--- src/hw/rtl/wup_pkg.sv ---
// ----------------------------------------------------------------------------
// wup_pkg
// types, codes and constants of the websocket url parser
// ----------------------------------------------------------------------------
`default_nettype none

package wup_pkg;

  localparam int DEFAULT_MAX_URL_LENGTH = 1024;
  localparam int DEFAULT_QUEUE_DEPTH    = 2;

  localparam int PORT_SECURE       = 443;
  localparam int PORT_PLAIN        = 80;
  localparam int PORT_MAX          = 65535;
  localparam int PORT_MAX_DIGITS   = 5;
  localparam int AUTH_START_PLAIN  = 5;
  localparam int AUTH_START_SECURE = 6;
  localparam int SCHEME_LEN_PLAIN  = 5;
  localparam int SCHEME_LEN_SECURE = 6;

  localparam logic [7:0] CH_SLASH = 8'h2f;
  localparam logic [7:0] CH_COLON = 8'h3a;
  localparam logic [7:0] CH_LBR   = 8'h5b;
  localparam logic [7:0] CH_RBR   = 8'h5d;
  localparam logic [7:0] CH_ZERO  = 8'h30;
  localparam logic [7:0] CH_NINE  = 8'h39;
  localparam logic [7:0] CH_W     = 8'h77;
  localparam logic [7:0] CH_S     = 8'h73;

  typedef enum logic [2:0] {
    ST_OK         = 3'd0,
    ST_BAD_SCHEME = 3'd1,
    ST_MALFORMED  = 3'd2,
    ST_NO_HOST    = 3'd3,
    ST_BAD_PORT   = 3'd4,
    ST_TOO_LONG   = 3'd5
  } status_t;

  typedef enum logic [1:0] {
    PH_SCHEME,
    PH_AUTH,
    PH_PATH,
    PH_BADSCHEME
  } phase_t;

  typedef enum logic [1:0] {
    BR_NONE,
    BR_OPEN,
    BR_CLOSED
  } bracket_t;

  // classified byte word handed from front to back
  typedef struct packed {
    logic       last;
    logic       over;
    logic       is_slash;
    logic       is_colon;
    logic       is_lbr;
    logic       is_rbr;
    logic       is_digit;
    logic [3:0] digit;
    logic       sch_secure;
    logic       sch_plain;
    logic       at_plain_end;
    logic       at_secure_end;
  } byte_cls_t;

  function automatic logic [7:0] secure_char(input logic [2:0] idx);
    logic [7:0] ch;
    unique case (idx)
      3'd0:    ch = CH_W;
      3'd1:    ch = CH_S;
      3'd2:    ch = CH_S;
      3'd3:    ch = CH_COLON;
      default: ch = CH_SLASH;
    endcase
    return ch;
  endfunction

  function automatic logic [7:0] plain_char(input logic [2:0] idx);
    logic [7:0] ch;
    unique case (idx)
      3'd0:    ch = CH_W;
      3'd1:    ch = CH_S;
      3'd2:    ch = CH_COLON;
      default: ch = CH_SLASH;
    endcase
    return ch;
  endfunction

endpackage

`default_nettype wire

--- src/hw/rtl/wup_front.sv ---
// ----------------------------------------------------------------------------
// wup_front
// accepts url bytes, counts position and classifies each byte
// ----------------------------------------------------------------------------
`default_nettype none

module wup_front import wup_pkg::*; #(
  parameter int MAX_URL_LENGTH = DEFAULT_MAX_URL_LENGTH
) (
  input  wire logic                              clk,
  input  wire logic                              rst,
  input  wire logic [7:0]                        url_byte,
  input  wire logic                              last_byte,
  input  wire logic                              accept,
  output byte_cls_t                              cls,
  output logic [$clog2(MAX_URL_LENGTH)-1:0]      pos_out
);

  localparam int AW = $clog2(MAX_URL_LENGTH);
  localparam int PW = $clog2(MAX_URL_LENGTH + 2);

  logic [PW-1:0] position;
  logic [PW-1:0] position_next;

  always_comb begin
    position_next = position;
    if (accept) begin
      if (last_byte) begin
        position_next = '0;
      end else if (position <= PW'(MAX_URL_LENGTH)) begin
        position_next = position + PW'(1);
      end
    end
  end

  always_ff @(posedge clk) begin
    if (rst) begin
      position <= '0;
    end else begin
      position <= position_next;
    end
  end

  always_comb begin
    cls.last          = last_byte;
    cls.over          = (position >= PW'(MAX_URL_LENGTH));
    cls.is_slash      = (url_byte == CH_SLASH);
    cls.is_colon      = (url_byte == CH_COLON);
    cls.is_lbr        = (url_byte == CH_LBR);
    cls.is_rbr        = (url_byte == CH_RBR);
    cls.is_digit      = (url_byte >= CH_ZERO) && (url_byte <= CH_NINE);
    cls.digit         = url_byte[3:0];
    cls.sch_secure    = (position < PW'(SCHEME_LEN_SECURE)) &&
                        (url_byte == secure_char(position[2:0]));
    cls.sch_plain     = (position < PW'(SCHEME_LEN_PLAIN)) &&
                        (url_byte == plain_char(position[2:0]));
    cls.at_plain_end  = (position == PW'(SCHEME_LEN_PLAIN - 1));
    cls.at_secure_end = (position == PW'(SCHEME_LEN_SECURE - 1));
  end

  assign pos_out = position[AW-1:0];

endmodule

`default_nettype wire

--- src/hw/rtl/wup_queue.sv ---
// ----------------------------------------------------------------------------
// wup_queue
// small register queue between front and back
// ----------------------------------------------------------------------------
`default_nettype none

module wup_queue import wup_pkg::*; #(
  parameter int WIDTH = 8,
  parameter int DEPTH = DEFAULT_QUEUE_DEPTH
) (
  input  wire logic             clk,
  input  wire logic             rst,
  input  wire logic             push_valid,
  output logic                  push_ready,
  input  wire logic [WIDTH-1:0] push_data,
  output logic                  pop_valid,
  input  wire logic             pop_ready,
  output logic [WIDTH-1:0]      pop_data
);

  localparam int PTW = $clog2(DEPTH);
  localparam int CW  = $clog2(DEPTH + 1);

  logic [WIDTH-1:0] entries [DEPTH];
  logic [PTW-1:0]   wr_ptr;
  logic [PTW-1:0]   rd_ptr;
  logic [CW-1:0]    count;
  logic             do_push;
  logic             do_pop;

  assign push_ready = (count != CW'(DEPTH));
  assign pop_valid  = (count != '0);
  assign pop_data   = entries[rd_ptr];
  assign do_push    = push_valid && push_ready;
  assign do_pop     = pop_valid && pop_ready;

  always_ff @(posedge clk) begin
    if (do_push) begin
      entries[wr_ptr] <= push_data;
    end
  end

  always_ff @(posedge clk) begin
    if (rst) begin
      wr_ptr <= '0;
      rd_ptr <= '0;
      count  <= '0;
    end else begin
      if (do_push) begin
        wr_ptr <= (wr_ptr == PTW'(DEPTH - 1)) ? '0 : wr_ptr + PTW'(1);
      end
      if (do_pop) begin
        rd_ptr <= (rd_ptr == PTW'(DEPTH - 1)) ? '0 : rd_ptr + PTW'(1);
      end
      if (do_push && !do_pop) begin
        count <= count + CW'(1);
      end else if (do_pop && !do_push) begin
        count <= count - CW'(1);
      end
    end
  end

endmodule

`default_nettype wire

--- src/hw/rtl/wup_back.sv ---
// ----------------------------------------------------------------------------
// wup_back
// runs the url parse state per byte word and registers the result
// ----------------------------------------------------------------------------
`default_nettype none

module wup_back import wup_pkg::*; #(
  parameter int MAX_URL_LENGTH = DEFAULT_MAX_URL_LENGTH
) (
  input  wire logic                          clk,
  input  wire logic                          rst,
  input  wire logic                          q_valid,
  output logic                               q_ready,
  input  wire byte_cls_t                     q_cls,
  input  wire logic [$clog2(MAX_URL_LENGTH)-1:0] q_pos,
  output logic                               res_valid,
  input  wire logic                          res_ready,
  output logic [2:0]                         status,
  output logic                               secure,
  output logic [15:0]                        port_number,
  output logic [9:0]                         host_offset,
  output logic [10:0]                        host_length,
  output logic [9:0]                         path_offset,
  output logic [10:0]                        path_length
);

  localparam int AW = $clog2(MAX_URL_LENGTH);
  localparam int LW = AW + 1;

  phase_t      phase, phase_upd, phase_next;
  logic [1:0]  cand, cand_new, cand_u;
  logic        sec_flag, sec_u;
  logic [AW-1:0] auth_start, auth_u;
  bracket_t    bmode, bmode_u;
  logic [AW-1:0] bclose, bclose_u;
  logic [AW-1:0] colon_pos, colon_u;
  logic        pseen, pseen_u;
  logic [16:0] pval, pval_u, pval_inc;
  logic [2:0]  pdig, pdig_u;
  logic        pbad, pbad_u;
  logic        malf, malf_u;
  logic [AW-1:0] slash_pos, slash_u;

  logic        pop;
  logic [LW-1:0] len;
  logic [LW-1:0] auth_end;
  logic [LW-1:0] hlen;
  status_t     r_status;
  logic        r_secure;
  logic [15:0] r_port;
  logic [31:0] r_hoff, r_hlen, r_poff, r_plen;

  // only a last byte needs the result register
  assign q_ready  = !res_valid || res_ready || !q_cls.last;
  assign pop      = q_valid && q_ready;
  assign cand_new = cand & {q_cls.sch_secure, q_cls.sch_plain};
  assign pval_inc = 17'(pval * 17'd10 + 17'(q_cls.digit));

  // next state
  always_comb begin
    phase_upd = phase;
    if (!q_cls.over) begin
      unique case (phase)
        PH_SCHEME: begin
          if (cand_new[0] && q_cls.at_plain_end) begin
            phase_upd = PH_AUTH;
          end else if (cand_new[1] && q_cls.at_secure_end) begin
            phase_upd = PH_AUTH;
          end else if (cand_new == 2'b00) begin
            phase_upd = PH_BADSCHEME;
          end
        end
        PH_AUTH: begin
          if (q_cls.is_slash) begin
            phase_upd = PH_PATH;
          end
        end
        PH_PATH, PH_BADSCHEME: begin
        end
      endcase
    end
    phase_next = phase;
    if (pop) begin
      phase_next = q_cls.last ? PH_SCHEME : phase_upd;
    end
  end

  // datapath update and result
  always_comb begin
    cand_u   = cand;
    sec_u    = sec_flag;
    auth_u   = auth_start;
    bmode_u  = bmode;
    bclose_u = bclose;
    colon_u  = colon_pos;
    pseen_u  = pseen;
    pval_u   = pval;
    pdig_u   = pdig;
    pbad_u   = pbad;
    malf_u   = malf;
    slash_u  = slash_pos;
    if (!q_cls.over) begin
      if (phase == PH_SCHEME) begin
        cand_u = cand_new;
        if (cand_new[0] && q_cls.at_plain_end) begin
          sec_u  = 1'b0;
          auth_u = AW'(AUTH_START_PLAIN);
        end else if (cand_new[1] && q_cls.at_secure_end) begin
          sec_u  = 1'b1;
          auth_u = AW'(AUTH_START_SECURE);
        end
      end else if (phase == PH_AUTH) begin
        if (q_cls.is_slash) begin
          slash_u = q_pos;
        end else if (bmode == BR_NONE && q_pos == auth_start && q_cls.is_lbr) begin
          bmode_u = BR_OPEN;
        end else if (bmode == BR_OPEN) begin
          if (q_cls.is_rbr) begin
            bmode_u  = BR_CLOSED;
            bclose_u = q_pos;
          end
        end else if (bmode == BR_CLOSED && q_pos == bclose + AW'(1)) begin
          if (q_cls.is_colon) begin
            pseen_u = 1'b1;
            pval_u  = '0;
            pdig_u  = '0;
            pbad_u  = 1'b0;
          end else begin
            malf_u = 1'b1;
          end
        end else if (bmode == BR_NONE && q_cls.is_colon) begin
          colon_u = q_pos;
          pseen_u = 1'b1;
          pval_u  = '0;
          pdig_u  = '0;
          pbad_u  = 1'b0;
        end else if (bmode == BR_CLOSED || pseen) begin
          if (q_cls.is_digit && pdig < 3'(PORT_MAX_DIGITS)) begin
            pval_u = pval_inc;
            pdig_u = pdig + 3'd1;
          end else begin
            pbad_u = 1'b1;
          end
        end
      end
    end

    len      = LW'(q_pos) + LW'(1);
    auth_end = (phase_upd == PH_PATH) ? LW'(slash_u) : len;
    if (bmode_u == BR_CLOSED) begin
      hlen = LW'(bclose_u) - LW'(auth_u) - LW'(1);
    end else begin
      hlen = (pseen_u ? LW'(colon_u) : auth_end) - LW'(auth_u);
    end

    r_status = ST_OK;
    r_secure = sec_u;
    r_port   = '0;
    r_hoff   = '0;
    r_hlen   = '0;
    r_poff   = '0;
    r_plen   = '0;
    if (q_cls.over) begin
      r_status = ST_TOO_LONG;
      if (phase_upd == PH_SCHEME || phase_upd == PH_BADSCHEME) begin
        r_secure = 1'b0;
      end
    end else if (phase_upd == PH_SCHEME || phase_upd == PH_BADSCHEME) begin
      r_status = ST_BAD_SCHEME;
      r_secure = 1'b0;
    end else if (bmode_u == BR_OPEN || malf_u) begin
      r_status = ST_MALFORMED;
    end else if (hlen == '0) begin
      r_status = ST_NO_HOST;
    end else if (pseen_u && (pbad_u || pdig_u == '0 || pval_u == '0 ||
                             pval_u > 17'(PORT_MAX))) begin
      r_status = ST_BAD_PORT;
    end else begin
      r_port = pseen_u ? pval_u[15:0] : (sec_u ? 16'(PORT_SECURE) : 16'(PORT_PLAIN));
      r_hoff = (bmode_u == BR_CLOSED) ? 32'(auth_u) + 32'd1 : 32'(auth_u);
      r_hlen = 32'(hlen);
      if (phase_upd == PH_PATH) begin
        r_poff = 32'(slash_u);
        r_plen = 32'(len - LW'(slash_u));
      end
    end
  end

  always_ff @(posedge clk) begin
    if (rst) begin
      phase      <= PH_SCHEME;
      cand       <= 2'b11;
      sec_flag   <= 1'b0;
      auth_start <= '0;
      bmode      <= BR_NONE;
      bclose     <= '0;
      colon_pos  <= '0;
      pseen      <= 1'b0;
      pval       <= '0;
      pdig       <= '0;
      pbad       <= 1'b0;
      malf       <= 1'b0;
      slash_pos  <= '0;
    end else begin
      phase <= phase_next;
      if (pop) begin
        if (q_cls.last) begin
          cand       <= 2'b11;
          sec_flag   <= 1'b0;
          auth_start <= '0;
          bmode      <= BR_NONE;
          bclose     <= '0;
          colon_pos  <= '0;
          pseen      <= 1'b0;
          pval       <= '0;
          pdig       <= '0;
          pbad       <= 1'b0;
          malf       <= 1'b0;
          slash_pos  <= '0;
        end else begin
          cand       <= cand_u;
          sec_flag   <= sec_u;
          auth_start <= auth_u;
          bmode      <= bmode_u;
          bclose     <= bclose_u;
          colon_pos  <= colon_u;
          pseen      <= pseen_u;
          pval       <= pval_u;
          pdig       <= pdig_u;
          pbad       <= pbad_u;
          malf       <= malf_u;
          slash_pos  <= slash_u;
        end
      end
    end
  end

  // result register
  always_ff @(posedge clk) begin
    if (rst) begin
      res_valid <= 1'b0;
    end else if (pop && q_cls.last) begin
      res_valid <= 1'b1;
    end else if (res_ready) begin
      res_valid <= 1'b0;
    end
  end

  always_ff @(posedge clk) begin
    if (pop && q_cls.last) begin
      status      <= r_status;
      secure      <= r_secure;
      port_number <= r_port;
      host_offset <= r_hoff[9:0];
      host_length <= r_hlen[10:0];
      path_offset <= r_poff[9:0];
      path_length <= r_plen[10:0];
    end
  end

endmodule

`default_nettype wire

--- src/hw/rtl/websocket_url_parser_top.sv ---
// ----------------------------------------------------------------------------
// websocket_url_parser_top
// websocket url scheme, authority and path parser
// ----------------------------------------------------------------------------
// Takes one url byte per cycle while url_ready is high and, on the byte
// flagged last, delivers one result word with status, tls flag, port and
// host/path offsets and lengths. Sustained rate is one byte per cycle unless
// a last byte waits on an unread result word, set by the back parser, which
// updates its running parse state once per byte word. The last byte is
// written into the queue and then parsed from it into the result register.
// While a result word waits, the back keeps taking bytes up to the next last
// byte; then the QUEUE_DEPTH-word queue fills and url_ready drops. Urls
// longer than MAX_URL_LENGTH report too long.
`default_nettype none

module websocket_url_parser_top import wup_pkg::*; #(
  parameter int MAX_URL_LENGTH = DEFAULT_MAX_URL_LENGTH,
  parameter int QUEUE_DEPTH    = DEFAULT_QUEUE_DEPTH
) (
  input  wire logic        clk,
  input  wire logic        rst,
  input  wire logic        url_valid,
  output logic             url_ready,
  input  wire logic [7:0]  url_byte,
  input  wire logic        last_byte,
  output logic             res_valid,
  input  wire logic        res_ready,
  output logic [2:0]       status,
  output logic             secure,
  output logic [15:0]      port_number,
  output logic [9:0]       host_offset,
  output logic [10:0]      host_length,
  output logic [9:0]       path_offset,
  output logic [10:0]      path_length
);

  localparam int AW = $clog2(MAX_URL_LENGTH);
  localparam int EW = $bits(byte_cls_t) + AW;

  byte_cls_t     f_cls;
  logic [AW-1:0] f_pos;
  byte_cls_t     b_cls;
  logic [AW-1:0] b_pos;
  logic [EW-1:0] q_out;
  logic          q_valid;
  logic          q_ready;

  wup_front #(
    .MAX_URL_LENGTH(MAX_URL_LENGTH)
  ) u_front (
    .clk      (clk),
    .rst      (rst),
    .url_byte (url_byte),
    .last_byte(last_byte),
    .accept   (url_valid && url_ready),
    .cls      (f_cls),
    .pos_out  (f_pos)
  );

  wup_queue #(
    .WIDTH(EW),
    .DEPTH(QUEUE_DEPTH)
  ) u_queue (
    .clk       (clk),
    .rst       (rst),
    .push_valid(url_valid),
    .push_ready(url_ready),
    .push_data ({f_cls, f_pos}),
    .pop_valid (q_valid),
    .pop_ready (q_ready),
    .pop_data  (q_out)
  );

  assign {b_cls, b_pos} = q_out;

  wup_back #(
    .MAX_URL_LENGTH(MAX_URL_LENGTH)
  ) u_back (
    .clk        (clk),
    .rst        (rst),
    .q_valid    (q_valid),
    .q_ready    (q_ready),
    .q_cls      (b_cls),
    .q_pos      (b_pos),
    .res_valid  (res_valid),
    .res_ready  (res_ready),
    .status     (status),
    .secure     (secure),
    .port_number(port_number),
    .host_offset(host_offset),
    .host_length(host_length),
    .path_offset(path_offset),
    .path_length(path_length)
  );

endmodule

`default_nettype wire

--- config.mk ---
export PLATFORM = sky130hd
export DESIGN_NAME = websocket_url_parser_top
export DESIGN_NICKNAME = d
export VERILOG_FILES = /design/src/hw/rtl/wup_pkg.sv /design/src/hw/rtl/wup_front.sv /design/src/hw/rtl/wup_queue.sv /design/src/hw/rtl/wup_back.sv /design/src/hw/rtl/websocket_url_parser_top.sv
export SDC_FILE = /design/constraint.sdc
export NUM_CORES = 1
export LEC_CHECK = 0
export CAP_MARGIN = 20
export CORE_MARGIN = 5
export CORE_UTILIZATION = 50
export CTS_CLUSTER_SIZE = 12
export DETAILED_ROUTE_END_ITERATION = 8
export DONT_BUFFER_PORTS = 1
export PLACE_DENSITY = 0.75
export SLEW_MARGIN = 30
export SYNTH_ARGS = -nofsm -noshare
export SYNTH_HDL_FRONTEND = slang
export SYNTH_SLANG_ARGS = --single-unit
--- constraint.sdc ---
create_clock -name clk -period 9.1 [get_ports clk]
set_input_delay 1.365 -clock clk [delete_from_list [all_inputs] [get_ports clk]]
set_output_delay 1.365 -clock clk [all_outputs]
set_load 0.05 [all_outputs]
==> impl_summary.md <==
Run status
The flow ran to the end, and the final reports show no timing, DRC or antenna violations.

Worst hold path
The worst hold path was traced through 2 stages. The start point of the worst hold path is u_back.cand[0]. The worst-case hold path end point is u_back.cand[0].

The worst hold-check path type is flip-flop to flip-flop.

Timing
The number of failing hold endpoints at the final stage is 0. Summed over all failing endpoints, the final setup total negative slack is 0 ns. Based on the critical path, the design can be clocked at up to 135 MHz. The headroom to the max-slew limit is 0.411. The hold slack is 0.483 ns. The count of final max-slew check failures is 0.

The post-route clock skew is 0.0170 ns. Setup violations remaining at the end of the flow were counted as 0. The final worst setup slack is 1.68 ns. Setup repair after global routing left no endpoint under its margin. The final critical delay including setup and external delays is 7.42 ns.

At the pin with the least slew margin, the transition time is 0.859 ns. Dividing the final minimum period by the clock period gives 0.816.

Flow run
The reported max-cap violation count is 0.

Placed design
The wire-length estimate of the detail-placed layout is 23.6 mm. The congestion estimate from routability-driven global placement came to 0.956. In this run, placement finished with an instance count of 1595. The total placed instance area is 0.0126 sq mm. During placement, the flow inserted port buffers numbering 0.

The minimum setup slack after placement is 1.81 ns.

Synthesis
The net count of the mapped netlist is 1400. The Yosys step of the flow raised 0 warnings. A synthesized cell averages 9.40 sq um. Ranked by total cell area, the synthesized netlist is headed by edfxtp_1 (27%), dfxtp_1 (14%), ha_1 (7.0%), nor2_1 (5.0%), xnor2_1 (3.8%).

The synthesized netlist occupies a cell area of 0.0123 sq mm. The proportion of synthesized flip-flops having asynchronous set or reset is 0. The most instantiated flip-flop cell in the synthesis netlist is edfxtp_1. The netlist uses 80 different library cells.

The fraction of synthesized cell area taken by the top area cell type is 0.273. The gate count after technology mapping is 1313. The library cell with the largest summed area after synthesis is edfxtp_1. The share of synthesized area occupied by flip-flops and latches is 0.414. Synthesis inferred 199 register bits. The number of enable-type register cells in the synthesized netlist is 112.

Drt
The detailed router finished its first iteration with 1106 violations. The wire length after detailed routing is 32.2 mm. In this run the remaining antenna-violating nets after routing total 0. For this run, design rule violations remaining after detail routing come to 0.

Before antenna repair, the detailed router went through 6 iterations. The routed length per instance is 19.8 um. The per-cell via count in the routed design is 6.20. The number of vias in the routed layout is 10100.

Power
The share of total power dissipated in the clock network is 0.208. The peak ir drop on the vdd network is 151 uV. The switching fraction of total power is 0.452.

For this design the total switching power over the nets is 1.73 mW. Cell internal power was estimated by the tool at 2.10 mW. Of the total power, registers draw 0.393.

The share of total power in combinational logic is 0.399. For this design the ratio of total power to cell area is 289 mW/mm^2. The leakage dissipation is 4.77 nW.

Global routing
Entering global routing, the biggest net connects 75 pins. The combined global-route utilization of all metal layers is 0.225. The number of global-route vias before repair is 9431.

After global routing the overflow that remains totals 0. The first global-routing pass estimated 51.2 mm of wire. The initial antenna violation count is 0.

Floorplan
The total area inside the core boundary comes to 0.0243 sq mm. The die outline area is 0.0279 sq mm. The die height is 167 um.

For this configuration, the core starts out at a cell density of 0.507. For this design the top-level I/O count stands at 77. The initialized floorplan defines 57 standard-cell rows.

The horizontal die dimension is 167 um.

Critical path
The reg2reg setup slack is 1.68 ns. The worst setup path is captured at a flip-flop. The worst setup path is of the flip-flop to flip-flop kind. The worst setup path is launched from a flip-flop. Measured in cells, the most critical reg-to-reg path has a length of 23. The worst path arrival time is 7.58 ns. The worst register-to-register path ends at u_back.path_length[1]. Data on the critical path is required at its endpoint by 9.26 ns. The top fanout value on the critical path is 41.

Clocking
The maximum level of the CTS H-tree is 4. The hold buffer count at cts is 0. The latest clock arrival within the worst-skew pair is 0.45 ns.

The number of buffers inserted to repair setup after CTS is 0. The number of gates resized after CTS is 0. TritonCTS built the clock tree. The CTS root buffer is clkbuf_16. For this design, the sink count on the clock tree is 199. The clock buffer count from CTS is 17. Clock-pin slew was measured on the worst setup and hold paths at 0.08 ns.

The maximum buffer depth of the clock tree is 2.

Layout
Leaving out fill and tap cells, the most frequent cell in the layout is nor2_1. The area growth from synthesis to layout is 7.33%. The final layout contains 1377 nets. The share of final-layout standard cells stronger than drive strength 1 is 0.0721. The number of antenna diodes in the final layout is 0. Registers take 0.00511 sq mm. The multi-input combinational cell area is 0.00688 sq mm. After filler insertion, the fill cell instance count of the layout stands at 2115.

The finished layout holds 1627 standard cells, fillers aside. Leaving out fill and tap cells, the most frequent cells in the layout are nor2_1 (164), nand2_1 (112), edfxtp_1 (112). The final instance area is 0.0132 sq mm.
[synth_stat cells (11+ instances only)]
| library cell | count |
|---|---|
| nor2_1 | 165 |
| edfxtp_1 | 112 |
| nand2_1 | 112 |
| dfxtp_1 | 87 |
| o21ai_0 | 75 |
| ha_1 | 69 |
| a21oi_1 | 58 |
| xnor2_1 | 53 |
| a22oi_1 | 46 |
| clkbuf_1 | 39 |
| inv_1 | 34 |
| xor2_1 | 31 |
| nor3_1 | 30 |
| nor4_1 | 29 |
| and3_1 | 27 |
| a21o_1 | 22 |
| mux2i_1 | 22 |
| nand3_1 | 21 |
| nor2b_1 | 20 |
| o211ai_1 | 18 |
| nand2b_1 | 17 |
| o21a_1 | 17 |
| nand4_1 | 14 |
| or3_1 | 13 |
| and2_1 | 12 |
| mux2_2 | 11 |
[metal layers]
metal / part of all wire / track usage
met5: 0 / 0
met3: 0.082 / 0.0434
met1: 0.43 / 0.316
met4: 0.030 / 0.0747
met2: 0.45 / 0.353
[flip-flops by register name, summed over array words and instances, names as in the netlist, 2 cells and up, named ones only]
name	count
u_back.pval	17
u_back.phase	2
u_queue.entries	50
u_back.host_offset	10
u_back.slash_pos	10
u_back.cand	2
u_back.path_offset	10
u_back.path_length	11
u_front.position	11
u_back.port_number	16
u_back.pdig	3
u_back.bmode	2
u_back.status	3
u_back.colon_pos	10
u_back.auth_start	10
u_back.bclose	10
u_back.host_length	11
u_queue.count	2
[per-stage QoR]
stage,power [mW],util
CTS,3.81,0.545
global placement,3.00,0.519
global route,4.03,0.545
detailed placement,3.02,0.519
floorplan,2.63,-
finish,3.82,0.545
[worst max-delay path by stage]
stage | start | to | slack (ns)
CTS | flip-flop | u_back.path_length[1] | 1.83
global route | flip-flop | u_back.path_length[1] | 1.09
global placement | flip-flop | u_back.path_length[4] | 2.04
detailed placement | flip-flop | u_back.path_length[1] | 1.81
finish | flip-flop | u_back.path_length[1] | 1.68
floorplan | flip-flop | u_back.port_number[4] | 3.43
[critical path, cell delays in order (launching register included)]
cell	delay, ns
dfxtp_2	0.73
buf_4	0.39
mux2i_2	0.44
nor2b_1	0.26
nand3b_1	0.14
buf_4	0.23
nand2_1	0.08
ha_1	0.45
buf_4	0.36
nand2_1	0.14
o21a_1	0.16
o21ai_0	0.25
ha_1	0.28
nor2b_1	0.12
o21ai_0	0.39
a31oi_1	0.18
xor2_1	0.19
or4_1	0.50
o22ai_1	0.21
nand4_1	0.17
or3b_1	0.42
and2_2	0.26
nand2_2	0.58
nor3b_1	0.15
[power groups by stage]
stage | Sequential, mW | Clock (mW) | Combinational (mW)
after floorplan | 1.48 | 0 | 1.16
after global placement | 1.52 | 0 | 1.47
after detailed placement | 1.53 | 0 | 1.49
after CTS | 1.51 | 0.806 | 1.50
after global routing | 1.52 | 0.843 | 1.67
final | 1.50 | 0.795 | 1.52
[logic make-up (layout without fill, tap and decap cells)]
kind of cell               Yosys count  after routing  synth area share
muxes                               43             43            0.0424
and+or+nand+nor                    509            509             0.205
AOI/OAI and AO/OA                  315            315             0.171
buffers and inverters               89             79            0.0306
xor gates and xnor gates            84             84            0.0596
adders and majority gates           74             74            0.0781
DFF                                199            199             0.414
[layout make-up]
| type | count | area share |
|---|---|---|
| flip-flops and latches | 199 | 0.386 |
| well taps | 324 | 0.0306 |
| repair buffers | 12 | 0.00680 |
| inverters | 35 | 0.00992 |
| multi-input cells | 1025 | 0.520 |
| clock inverters | 15 | 0.0154 |
| clock buffers | 17 | 0.0321 |
No activity file was read; power rests on OpenSTA's default activity.
